$ cat src/design/frc_pkg.sv
// Shared types and constants of the fragment reassembly checker.
package frc_pkg;

    localparam int DEFAULT_BUFFER_DEPTH = 1024;
    localparam int HDR_BYTES            = 3;
    localparam int FLAG_FIRST_BIT       = 0;
    localparam int FLAG_LAST_BIT        = 1;

    localparam int DATA_W      = 8;
    localparam int LEN_W       = 11;
    localparam int RD_ADDR_W   = 10;
    localparam int STATUS_W    = 3;
    localparam int S_TDATA_W   = 24;
    localparam int M_TDATA_W   = 24;
    localparam int M_TDATA_PAD = M_TDATA_W - LEN_W - DATA_W;

    typedef enum logic [STATUS_W-1:0] {
        ST_COMPLETE   = 3'd0,
        ST_INCOMPLETE = 3'd1,
        ST_BAD        = 3'd2,
        ST_INACTIVE   = 3'd3,
        ST_TOO_LARGE  = 3'd4,
        ST_READ       = 3'd5
    } status_t;

    typedef enum logic {
        REQ_FRAGMENT = 1'b0,
        REQ_READ     = 1'b1
    } req_t;

    // One result as it leaves the tracker
    typedef struct packed {
        logic             is_read;
        logic             addr_ok;
        status_t          status;
        logic [LEN_W-1:0] length;
    } frc_res_t;

endpackage

$ cat src/design/frc_tracker.sv
// Fragment header parsing, message tracking state and buffer access control.
module frc_tracker import frc_pkg::*; #(
    parameter int BUFFER_DEPTH = DEFAULT_BUFFER_DEPTH
) (
    input  logic                            aclk,
    input  logic                            aresetn,
    input  logic                            accept,
    input  logic                            req_type,
    input  logic [DATA_W-1:0]               data_byte,
    input  logic                            frame_end,
    input  logic [RD_ADDR_W-1:0]            read_addr,
    output logic                            res_valid,
    output frc_res_t                        res,
    output logic                            ram_wr_en,
    output logic [$clog2(BUFFER_DEPTH)-1:0] ram_wr_addr,
    output logic [DATA_W-1:0]               ram_wr_data,
    output logic                            ram_rd_en,
    output logic [$clog2(BUFFER_DEPTH)-1:0] ram_rd_addr
);

    localparam int AW      = $clog2(BUFFER_DEPTH);
    localparam int CNT_CAP = BUFFER_DEPTH + HDR_BYTES + 1;
    localparam int CW      = $clog2(CNT_CAP + 1);
    localparam int LW      = $clog2(BUFFER_DEPTH + 1);
    localparam int SW      = CW + 1;

    logic [CW-1:0]     cnt_reg, cnt_next;
    logic [LW-1:0]     committed_reg, committed_next;
    logic [DATA_W-1:0] exp_seq_reg, exp_seq_next;
    logic [DATA_W-1:0] total_reg, total_next;
    logic              active_reg, active_next;
    logic [DATA_W-1:0] hflags_reg, hflags_next;
    logic [DATA_W-1:0] hseq_reg, hseq_next;
    logic [DATA_W-1:0] htot_reg, htot_next;

    logic              is_frag;
    logic              is_read;
    logic [DATA_W-1:0] eff_flags, eff_seq, eff_tot;
    logic              first, last, act, hdr_match, in_payload;
    logic [DATA_W-1:0] exp_seq, exp_tot;
    logic [LW-1:0]     base;
    logic [SW-1:0]     wr_pos, chunk, msg_len;
    logic [CW-1:0]     cnt_inc;

    assign is_read = accept && (req_type == REQ_READ);
    assign is_frag = accept && (req_type == REQ_FRAGMENT);

    // Header fields with the current beat forwarded
    assign eff_flags = (cnt_reg == CW'(0)) ? data_byte : hflags_reg;
    assign eff_seq   = (cnt_reg == CW'(1)) ? data_byte : hseq_reg;
    assign eff_tot   = (cnt_reg == CW'(2)) ? data_byte : htot_reg;

    // Header check, with a FIRST fragment restarting the message
    assign first     = eff_flags[FLAG_FIRST_BIT];
    assign last      = eff_flags[FLAG_LAST_BIT];
    assign act       = first || active_reg;
    assign exp_seq   = first ? '0 : exp_seq_reg;
    assign exp_tot   = first ? eff_tot : total_reg;
    assign base      = first ? '0 : committed_reg;
    assign hdr_match = (eff_seq == exp_seq) && (eff_tot == exp_tot);

    // Speculative payload write after the committed length
    assign in_payload  = cnt_reg >= CW'(HDR_BYTES);
    assign wr_pos      = SW'(base) + SW'(cnt_reg) - SW'(HDR_BYTES);
    assign ram_wr_en   = is_frag && in_payload && act && hdr_match
                         && (wr_pos < SW'(BUFFER_DEPTH));
    assign ram_wr_addr = wr_pos[AW-1:0];
    assign ram_wr_data = data_byte;

    // Read port of the buffer
    assign ram_rd_en   = is_read;
    assign ram_rd_addr = AW'(read_addr);

    // Saturating byte count and fragment length
    assign cnt_inc = (cnt_reg == CW'(CNT_CAP)) ? cnt_reg : cnt_reg + CW'(1);
    assign chunk   = SW'(cnt_inc) - SW'(HDR_BYTES);
    assign msg_len = SW'(base) + chunk;

    // Next tracking state and the result of this beat
    always_comb begin
        cnt_next       = cnt_reg;
        committed_next = committed_reg;
        exp_seq_next   = exp_seq_reg;
        total_next     = total_reg;
        active_next    = active_reg;
        hflags_next    = hflags_reg;
        hseq_next      = hseq_reg;
        htot_next      = htot_reg;
        res_valid      = 1'b0;
        res.is_read    = 1'b0;
        res.addr_ok    = 1'b0;
        res.status     = ST_BAD;
        res.length     = '0;

        if (is_read) begin
            res_valid   = 1'b1;
            res.is_read = 1'b1;
            res.addr_ok = 32'(read_addr) < 32'(BUFFER_DEPTH);
            res.status  = ST_READ;
            res.length  = LEN_W'(committed_reg);
        end else if (is_frag) begin
            hflags_next = eff_flags;
            hseq_next   = eff_seq;
            htot_next   = eff_tot;
            cnt_next    = cnt_inc;
            if (frame_end) begin
                cnt_next  = '0;
                res_valid = 1'b1;
                if (cnt_inc < CW'(HDR_BYTES)) begin
                    res.status = ST_BAD;
                end else if (!act) begin
                    res.status = ST_INACTIVE;
                end else if (!hdr_match) begin
                    res.status = ST_BAD;
                end else if (msg_len > SW'(BUFFER_DEPTH)) begin
                    res.status = ST_TOO_LARGE;
                end else if (last) begin
                    res.status = ST_COMPLETE;
                    res.length = LEN_W'(msg_len);
                end else begin
                    res.status = ST_INCOMPLETE;
                    res.length = LEN_W'(msg_len);
                end
                // Keep the message only on an incomplete fragment, drop it otherwise
                if (res.status == ST_INCOMPLETE) begin
                    active_next    = 1'b1;
                    total_next     = exp_tot;
                    exp_seq_next   = exp_seq + DATA_W'(1);
                    committed_next = LW'(msg_len);
                end else begin
                    active_next    = 1'b0;
                    total_next     = '0;
                    exp_seq_next   = '0;
                    committed_next = '0;
                end
            end
        end
    end

    // Tracking registers
    always_ff @(posedge aclk) begin
        if (!aresetn) begin
            cnt_reg       <= '0;
            committed_reg <= '0;
            exp_seq_reg   <= '0;
            total_reg     <= '0;
            active_reg    <= 1'b0;
            hflags_reg    <= '0;
            hseq_reg      <= '0;
            htot_reg      <= '0;
        end else begin
            cnt_reg       <= cnt_next;
            committed_reg <= committed_next;
            exp_seq_reg   <= exp_seq_next;
            total_reg     <= total_next;
            active_reg    <= active_next;
            hflags_reg    <= hflags_next;
            hseq_reg      <= hseq_next;
            htot_reg      <= htot_next;
        end
    end

endmodule

$ cat config.mk
export PLATFORM = sky130hd
export DESIGN_NAME = frc_tracker
export DESIGN_NICKNAME = d
export VERILOG_FILES = /design/src/design/frc_pkg.sv /design/src/design/frc_tracker.sv
export SDC_FILE = /design/constraint.sdc
export NUM_CORES = 1
export LEC_CHECK = 0
export BUFFER_PORTS_ARGS = -buffer_cell sky130_fd_sc_hd__clkbuf_2
export CAP_MARGIN = 20
export CORE_MARGIN = 3
export CORE_UTILIZATION = 59
export DETAILED_ROUTE_END_ITERATION = 6
export PLACE_DENSITY = 0.93
export SYNTH_ARGS = -nofsm -noshare
export SYNTH_HDL_FRONTEND = slang
export SYNTH_SLANG_ARGS = --single-unit
$ cat constraint.sdc
create_clock -name aclk -period 9.58 [get_ports aclk]
set_input_delay 2.395 -clock aclk [delete_from_list [all_inputs] [get_ports aclk]]
set_output_delay 2.395 -clock aclk [all_outputs]
set_load 0.005 [all_outputs]
==> flow_summary.ini, run 1 <==
[floorplanning]
pin_count = 70
core_area_um2 = 8423
initial_utilization_pct = 62.46
die_area_um2 = 10090
fp-row-count = 33
die_h_um = 100.4
die_x_um = 100.4

[global_route]
grt_max_degree = 52
grt_antenna_before_repair = 0
grt_pass1_vias = 5263
grt_pass1_wl_mm = 24.52
track_usage_pct = 30.10
grt_overflow_total = 0

[timing]
slew_headroom_pct = 33.27
skew_ps = 9.879
worst-slew-pin-transition_ps = 996.4
setup_viol_count_final = 0
maxSlewViolCount = 0
finalSetupTns_ps = 0
min_period_ps = 9164
clock.fmax_mhz = 109.1
rsz0062_at_grt = false
post-route-period-util_pct = 95.66
finalHoldViolations = 0
layout_setup_ws_ps = 415.6

[clock_tree]
tritoncts = yes
cts_buffers = 9
cts_sinks = 57
clkTransAtPathRegs_ps = 70
clk_latency_ps = 360
clock_path_buffers = 2
post_cts_buffers = 0
root_buffer = clkbuf_8
h-tree-depth = 3

[yosys]
ys_seq_area_share_pct = 21.69
synth_edf_count = 0
synth_area_per_cell_um2 = 7.636
syn_inst = 689
ys_top_cells_by_area = dfxtp_1, ha_1, nand2_1
synth-warning-count = 0
synth_top_area_cell = dfxtp_1
syn_area_um2 = 5261
yosysUniqueCellTypes = 68
ys_ff_latch = 57
ys.flop_type = dfxtp_1
synth_top_area_share_pct = 21.69
synthesis.nets = 760
async_flop_share_pct = 0

[routing]
totalWireLength_mm = 14.82
met1_length_mm = 5.909
route.met2.wl_mm = 6.783
wl_met3_mm = 1.544
vias_per_cell = 6.431
antenna_left = 0
vias = 5267
drtPass1Iterations = 6
drt_first_iter_violations = 684
top_layer_used = met4
drc = 0
wl_per_cell_um = 18.10

[setup_path]
crit_slowest_cell = fa_1
path_max_fanout = 16
cp-startpoint = data_byte[0]
start_kind = primary input
arrival_ps = 6770
path_class = in2out
cp-end-kind = primary output
rrSetupSlack_ps = 3990
r2r_cells = 17
reg2reg_to = committed_reg[1]
critPathTopFamily = compound AO/OA/AOI/OAI gates
slowest_delay_ps = 430
crit_chain = clkbuf_2 -> nor4b_2 -> and4_1 -> a21oi_1 -> and2_1 -> ha_1 -> ha_1 -> fa_1 -> a211oi_1 -> o211ai_1 -> nand2_1 -> xor2_1 -> o2111ai_1 -> a21oi_1 -> buf_4 -> nand2_1 -> o21ai_0 -> clkbuf_2
crit_cells = 18
reg2reg_from = cnt_reg[5]
required_ps = 7190
crit_buf_inv = 3

[cells_and_area]
n_antenna_cell = 0
area_growth_pct = 7.372
nNetsFinal = 780
layout-drive-gt1-share_pct = 12.61

[pwr]
power_density_nw_per_um2 = 105.1
p_leak_nw = 2.362
peakVddDrop_mv = 0.07910

[min_path]
hold_depth = 2
worstHoldEndpoint = exp_seq_reg[4]
hp-start = exp_seq_reg[4]
hp-class = reg2reg

[place]
port-buffer-count = 49
place_ws_ps = 723.4
gp_congestion = 0.9493
dp_hpwl_mm = 10.63

[run]
drv_cap = 0

[outcome]
outcome = finished, final reports clean
[layout by cell type, fill, tap and decap left out, drive strengths merged, types with 4 or more instances in the layout]
master,synthesis,layout
nor3,21,21
o22ai,13,13
clkbuf,17,60
a21boi,19,19
nor4,4,4
a32oi,4,4
dfxtp,57,57
mux2i,17,17
a21o,6,6
xnor2,25,25
nand2,95,95
nand3,31,31
nand2b,13,13
mux2,4,4
o21a,4,4
a21oi,28,28
nor2b,29,29
buf,27,4
nor2,28,28
nor4b,5,5
o21ai,22,22
ha,46,46
a211o,4,4
inv,78,78
and2,7,7
nand4,7,7
a31oi,5,5
a22oi,14,14
a211oi,8,8
xor2,5,5
[Yosys cell counts (3+ instances only)]
cell       number
nand3_1        30
a21oi_1        28
and2_1          7
nor2_1         28
xor2_1          5
nand4_1         4
a31oi_1         5
xnor2_1        25
nor4_1          3
a22oi_1        14
nor4b_1         3
a32oi_1         3
clkbuf_1       17
nand2_1        95
nor2b_1        29
nor3_1         17
o21a_1          4
nand2b_1       13
inv_1          78
o21ai_0        21
o2111ai_1       3
a221oi_1        3
mux2_2          4
ha_1           46
a211oi_1        8
dfxtp_1        57
a211o_1         4
o22ai_1        13
mux2i_1        17
buf_4          21
o211ai_1        3
a2111oi_0       3
a21boi_0       19
buf_6           3
o21bai_1        3
a21o_1          6
[final cells by class]
cell class,count,area [um2]
Inverter,78,292.8
Clock buffer,11,141.4
Timing Repair Buffer,53,275.3
Tap cell,105,131.4
Clock inverter,5,102.6
Sequential cell,57,1141
Fill cell,662,2774
Multi-Input combinational cell,510,3565
[routing by layer]
metal  GRT usage (%)  up-vias
met1           38.17     2429
li1                -     2436
met4           16.68        0
met3           5.559       63
met2           48.06      339
met5               0        -
[kinds of logic (layout without fill, tap and decap cells)]
group                      Yosys count  count (layout)  synth area share (%)
and+or+nand+nor                    255             255                 26.28
adders and majority gates           48              48                 11.70
AOI/OAI and AO/OA                  156             156                 20.57
xor gates and xnor gates            30              30                 4.994
buffers and inverters              122             147                 10.68
DFF                                 57              57                 21.69
muxes                               21              21                 4.090
[power by group]
| part | internal, mW | switching [mW] | total [mW] |
|---|---|---|---|
| logic | 0.0229 | 0.0419 | 0.0648 |
| registers | 0.238 | 0.00162 | 0.240 |
| clock network | 0.180 | 0.109 | 0.289 |
[per-stage QoR]
stage	cell area [um2]	instances	util [%]	power [mW]	hold WS (ps)
after floorplan	5261	689	-	0.2935	425.0
after global placement	5399	803	64.10	0.3057	443.4
after detailed placement	5399	803	64.10	0.3070	451.4
after CTS	5643	819	66.99	0.5890	465.5
after global routing	5649	819	67.07	0.6041	501.9
final	5649	819	67.07	0.5935	463.9
[worst max-delay path by stage]
stage,to,slack [ps]
5_1_grt,res[0],140
2_1_floorplan,res[10],590
6_report,res[0],420
3_5_place_dp,res[0],720
4_1_cts,res[0],440
3_3_place_gp,ram_wr_en,900
[worst reg2reg max path: cells and delay by family (launching register included)]
family / cells / cell delay, ps
xor gates and xnor gates: 1 / 260
and+or+nand+nor: 7 / 2410
DFF: 1 / 400
AOI/OAI and AO/OA: 6 / 1520
adders and majority gates: 3 / 940
[what timing repair did]
action	CTS	global route
hold buffers	0	0
setup endpoints to repair	0	2
resized for setup	0	1
Power figures use the tool's default switching activity.
==> run 2: changes to the inputs <==
PLACE_DENSITY = 0.78   (was 0.93)
==> run 2 against run 1 <==
Via count fell by 5.9%. Core utilization decreased by 0.61 points. Setup slack better by 410 ps. Largest power group is now registers. Sequential share of layout area is 0.19 points higher. Sequential power is essentially flat. Global-route usage down 2.7 points.
==> flow_summary.ini, run 2 (synthesis gave the netlist of run 1 again) <==
[setup_path]
crit_chain = clkbuf_2 -> nor4b_1 -> and4_1 -> a21oi_1 -> buf_4 -> nand2_1 -> ha_1 -> inv_1 -> fa_1 -> a211oi_1 -> o211ai_1 -> nand2_1 -> xor2_1 -> o2111ai_1 -> a211oi_1 -> a21oi_1 -> o21ai_0 -> clkbuf_2
required_ps = 7190
rrSetupSlack_ps = 4180
slowest_delay_ps = 470
crit_buf_inv = 4
path_max_fanout = 10
start_kind = primary input
cp-end-kind = primary output
critPathTopFamily = compound AO/OA/AOI/OAI gates
crit_cells = 18
path_class = in2out
arrival_ps = 6360
crit_slowest_cell = fa_1
reg2reg_to = committed_reg[9]
r2r_cells = 17
reg2reg_from = cnt_reg[5]

[clock_tree]
post_cts_buffers = 0
tritoncts = yes
clk_latency_ps = 340
h-tree-depth = 3
cts_sinks = 57
root_buffer = clkbuf_8
clock_path_buffers = 2
hold_buffers = 0
cts_buffers = 9
cts_resized = 0
clkTransAtPathRegs_ps = 70

[floorplanning]
die_x_um = 100.4
die_h_um = 100.4
initial_utilization_pct = 62.46
fp-row-count = 33
die_area_um2 = 10090
pin_count = 70
core_area_um2 = 8423

[global_route]
track_usage_pct = 27.38
grt_pass1_wl_mm = 22.31
grt_antenna_before_repair = 0
grt_max_degree = 52
grt_pass1_vias = 4589
grt_overflow_total = 0

[timing]
skew_ps = 15.81
setup_viol_count_final = 0
rsz0062_at_grt = false
worst-slew-pin-transition_ps = 931.6
post-route-period-util_pct = 91.42
min_period_ps = 8758
clock.fmax_mhz = 114.2
slew_headroom_pct = 37.61
finalSetupTns_ps = 0
maxSlewViolCount = 0
finalHoldViolations = 0
layout_setup_ws_ps = 822.3

[routing]
antenna_left = 0
drtPass1Iterations = 5
wl_per_cell_um = 16.55
drt_first_iter_violations = 326
drc = 0
totalWireLength_mm = 13.57
vias_per_cell = 6.044
vias = 4956

[pwr]
p_sw_share_pct = 27.76
pwr-share-comb_pct = 12.2
power_density_nw_per_um2 = 93.00
switching_power_mw = 0.1445
peakVddDrop_mv = 0.06866
seqPwrFrac_pct = 46.0
p_leak_nw = 2.343
p_int_mw = 0.3761
p_clk_share_pct = 41.7

[cells_and_area]
layout-drive-gt1-share_pct = 12.73
final_cell_mix = nand2_1, inv_1, dfxtp_1
area_growth_pct = 6.397
nNetsFinal = 781
fillers = 759
n_antenna_cell = 0
post-route-util_pct = 66.46
final_common_cell = nand2_1

[min_path]
hp-start = htot_reg[4]
hold_depth = 2
hp-class = reg2reg
worstHoldEndpoint = htot_reg[4]

[place]
dp_hpwl_mm = 10.33
gp_congestion = 0.9923
port-buffer-count = 49
place_ws_ps = 874.8

[run]
drv_cap = 0

[outcome]
outcome = finished, final reports clean
-- run 2: changes by cell type in the layout (fill, tap and decap cells not counted), sizes merged --
| cell | previous run | this run |
|---|---|---|
| bufinv | 3 | 0 |
| clkbuf | 60 | 61 |
| buf | 4 | 5 |
| clkinv | 1 | 3 |
-- run 2: worst max path at each step --
stage | startpoint | to | slack, ps
2_1_floorplan | data_byte[0] | res[10] | 590
3_3_place_gp | data_byte[0] | ram_wr_en | 950
3_5_place_dp | data_byte[0] | ram_wr_en | 870
4_1_cts | data_byte[0] | ram_wr_en | 850
5_1_grt | data_byte[0] | res[9] | 330
6_report | data_byte[0] | res[11] | 820
-- run 2: power groups by stage --
stage / Clock (mW) / Sequential, mW / Combinational (mW)
floorplan: 0 / 0.245 / 0.0488
global placement: 0 / 0.245 / 0.0616
detailed placement: 0 / 0.245 / 0.0627
CTS: 0.222 / 0.240 / 0.0630
global route: 0.230 / 0.240 / 0.0694
finish: 0.217 / 0.240 / 0.0637
-- run 2: final cells by class --
class | instances | area [um2] | area share (%)
clock buffers | 12 | 165.2 | 2.950
repair buffers | 54 | 282.8 | 5.051
multi-input cells | 510 | 3558 | 63.57
inverters | 78 | 292.8 | 5.230
flip-flops and latches | 57 | 1141 | 20.38
clock inverters | 4 | 26.28 | 0.4694
well taps | 105 | 131.4 | 2.347
-- run 2: per-layer routing --
metal	vias to the layer above	track usage, %	routed length (um)
li1	2435	-	-
met1	2281	40.27	6288
met2	213	40.98	5984
met3	27	4.100	1097
met4	0	8.705	198
met5	-	0	0
-- run 2: through the flow --
step | cell area, um2 | instances | hold slack, ps | power, mW
5_1_grt | 5598 | 820 | 488.1 | 0.5387
2_1_floorplan | 5261 | 689 | 425.0 | 0.2935
6_report | 5598 | 820 | 469.1 | 0.5206
3_3_place_gp | 5406 | 804 | 439.1 | 0.3065
4_1_cts | 5598 | 820 | 469.7 | 0.5241
3_5_place_dp | 5406 | 804 | 444.1 | 0.3077
-- run 2: tightest hold or removal path, delay by kind of cell, from the launching register on --
kind	cells	cell delay [ps]
compound gates	1	60
flops	1	310
simple gates	1	50
==> run 3: changes to the inputs <==
REMOVE_ABC_BUFFERS = 1   (was unset)
==> run 3 against run 2 <==
Wire length is 1.7% higher. Critical path depth is 1 higher. First-iteration DRC count up 37%. Via count increased by 1.4%. Design area increased by 0.27%. Largest cell class unchanged. Register-to-register slack lost 70 ps. Clock-buffer cell count stayed put. Critical path type unchanged. Highest routed layer unchanged. Power rose by 4.5%. Global-route usage up 0.29 points. Largest power group is now the clock network.
==> flow_summary.ini, run 3 (synthesis gave the netlist of run 1 again) <==
[pwr]
switching_power_mw = 0.1483
p_clk_share_pct = 44.3
p_sw_share_pct = 27.27
pwr-share-comb_pct = 11.6
peakVddDrop_mv = 0.07546
p_leak_nw = 2.348
power_density_nw_per_um2 = 96.90
seqPwrFrac_pct = 44.1
power_mw = 0.5439
p_int_mw = 0.3956

[run]
drv_cap = 0

[timing]
skew_ps = 9.408
finalHoldViolations = 0
worst-slew-pin-transition_ps = 950.6
rsz0062_at_grt = false
slew_headroom_pct = 36.63
min_period_ps = 8806
setup_viol_count_final = 0
finalSetupTns_ps = 0
maxSlewViolCount = 0
post-route-period-util_pct = 91.92
clock.fmax_mhz = 113.6

[outcome]
outcome = finished, final reports clean

[clock_tree]
clock_path_buffers = 2
clkTransAtPathRegs_ps = 70
tritoncts = yes
cts_sinks = 57
clk_latency_ps = 350
cts_resized = 0
cts_buffers = 9
root_buffer = clkbuf_8
hold_buffers = 0
post_cts_buffers = 0
h-tree-depth = 3

[setup_path]
cp-end-kind = primary output
required_ps = 7190
path_max_fanout = 23
path_class = in2out
start_kind = primary input
arrival_ps = 6410

[global_route]
grt_antenna_before_repair = 0
grt_overflow_total = 0
grt_max_degree = 52
track_usage_pct = 27.67
grt_pass1_wl_mm = 22.54
grt_pass1_vias = 4632

[routing]
vias = 5026
totalWireLength_mm = 13.80
drt_first_iter_violations = 445
drtPass1Iterations = 6
wl_per_cell_um = 16.83
vias_per_cell = 6.129
drc = 0
antenna_left = 0

[cells_and_area]
layout-drive-gt1-share_pct = 12.59
fillers = 724
nNetsFinal = 781
final_cell_mix = nand2_1, inv_1, dfxtp_1
final-seq-area_um2 = 1141
area_growth_pct = 6.682
fin_area_um2 = 5613
stdcell_count = 820
n_antenna_cell = 0
multi_input_area_um2 = 3558
final_common_cell = nand2_1
post-route-util_pct = 66.64

[place]
dp_hpwl_mm = 10.34
placed_area_um2 = 5406
post-place-cells = 804
port-buffer-count = 49
gp_congestion = 0.9525

[floorplanning]
die_x_um = 100.4
initial_utilization_pct = 62.46
die_area_um2 = 10090
core_area_um2 = 8423
pin_count = 70
fp-row-count = 33
die_h_um = 100.4

[min_path]
hp-class = reg2reg
## run 3: cell count changes in the layout (fill, tap and decap cells not counted)
| cell | before | now |
|---|---|---|
| clkbuf_8 | 12 | 11 |
| clkinv_2 | 2 | 1 |
| bufinv_16 | 0 | 1 |
| clkbuf_1 | 0 | 1 |
## run 3: final timing paths
kind                                     start          endpoint  slack, ps  cells past startpoint
worst max-delay path              data_byte[0]         ram_wr_en        770                     19
worst min-delay path            exp_seq_reg[4]    exp_seq_reg[4]        470                      2
worst max register to register      cnt_reg[5]  committed_reg[9]       4110                     17
worst min register to register  exp_seq_reg[4]    exp_seq_reg[4]        470                      2
## run 3: worst max-delay path: stages
cell and delay [ps]:
clkbuf_2 150, nor4b_1 160, and4_1 260, a21oi_1 170, buf_4 300, nand2_1 120, ha_1 280, inv_1 70
fa_1 470, a21o_1 180, a21oi_1 210, o21bai_1 90, a21oi_1 220, o21bai_1 100, a21oi_1 300, nor4bb_1 100
a311o_1 310, nor4bb_1 320, clkbuf_2 170
## run 3: area by class of cell
class	count	share of cell area, %
Inverter	78	5.216
Sequential cell	57	20.33
Tap cell	105	2.341
Multi-Input combinational cell	510	63.40
Clock inverter	4	0.9140
Timing Repair Buffer	54	5.038
Clock buffer	12	2.764
## run 3: metrics by stage
| step | worst slack, ps | hold slack [ps] |
|---|---|---|
| 2_1_floorplan | 304.5 | 425.0 |
| 3_3_place_gp | 941.2 | 442.9 |
| 3_5_place_dp | 844.9 | 447.6 |
| 4_1_cts | 827.2 | 465.7 |
| 5_1_grt | 477.4 | 505.0 |
| 6_report | 774.0 | 468.3 |
## run 3: power by group through the flow
stage | clock network [mW] | registers (mW) | logic, mW
6_report | 0.241 | 0.240 | 0.0631
5_1_grt | 0.253 | 0.240 | 0.0680
4_1_cts | 0.243 | 0.240 | 0.0621
3_5_place_dp | 0 | 0.245 | 0.0617
3_3_place_gp | 0 | 0.245 | 0.0608
2_1_floorplan | 0 | 0.245 | 0.0380
## run 3: per-layer routing
metal	vias up	part of all wire, %	track usage [%]
met5	-	0	0
met4	0	1.6	6.943
met3	22	8.7	5.907
met2	234	43	40.98
met1	2330	47	40.71
li1	2440	-	-
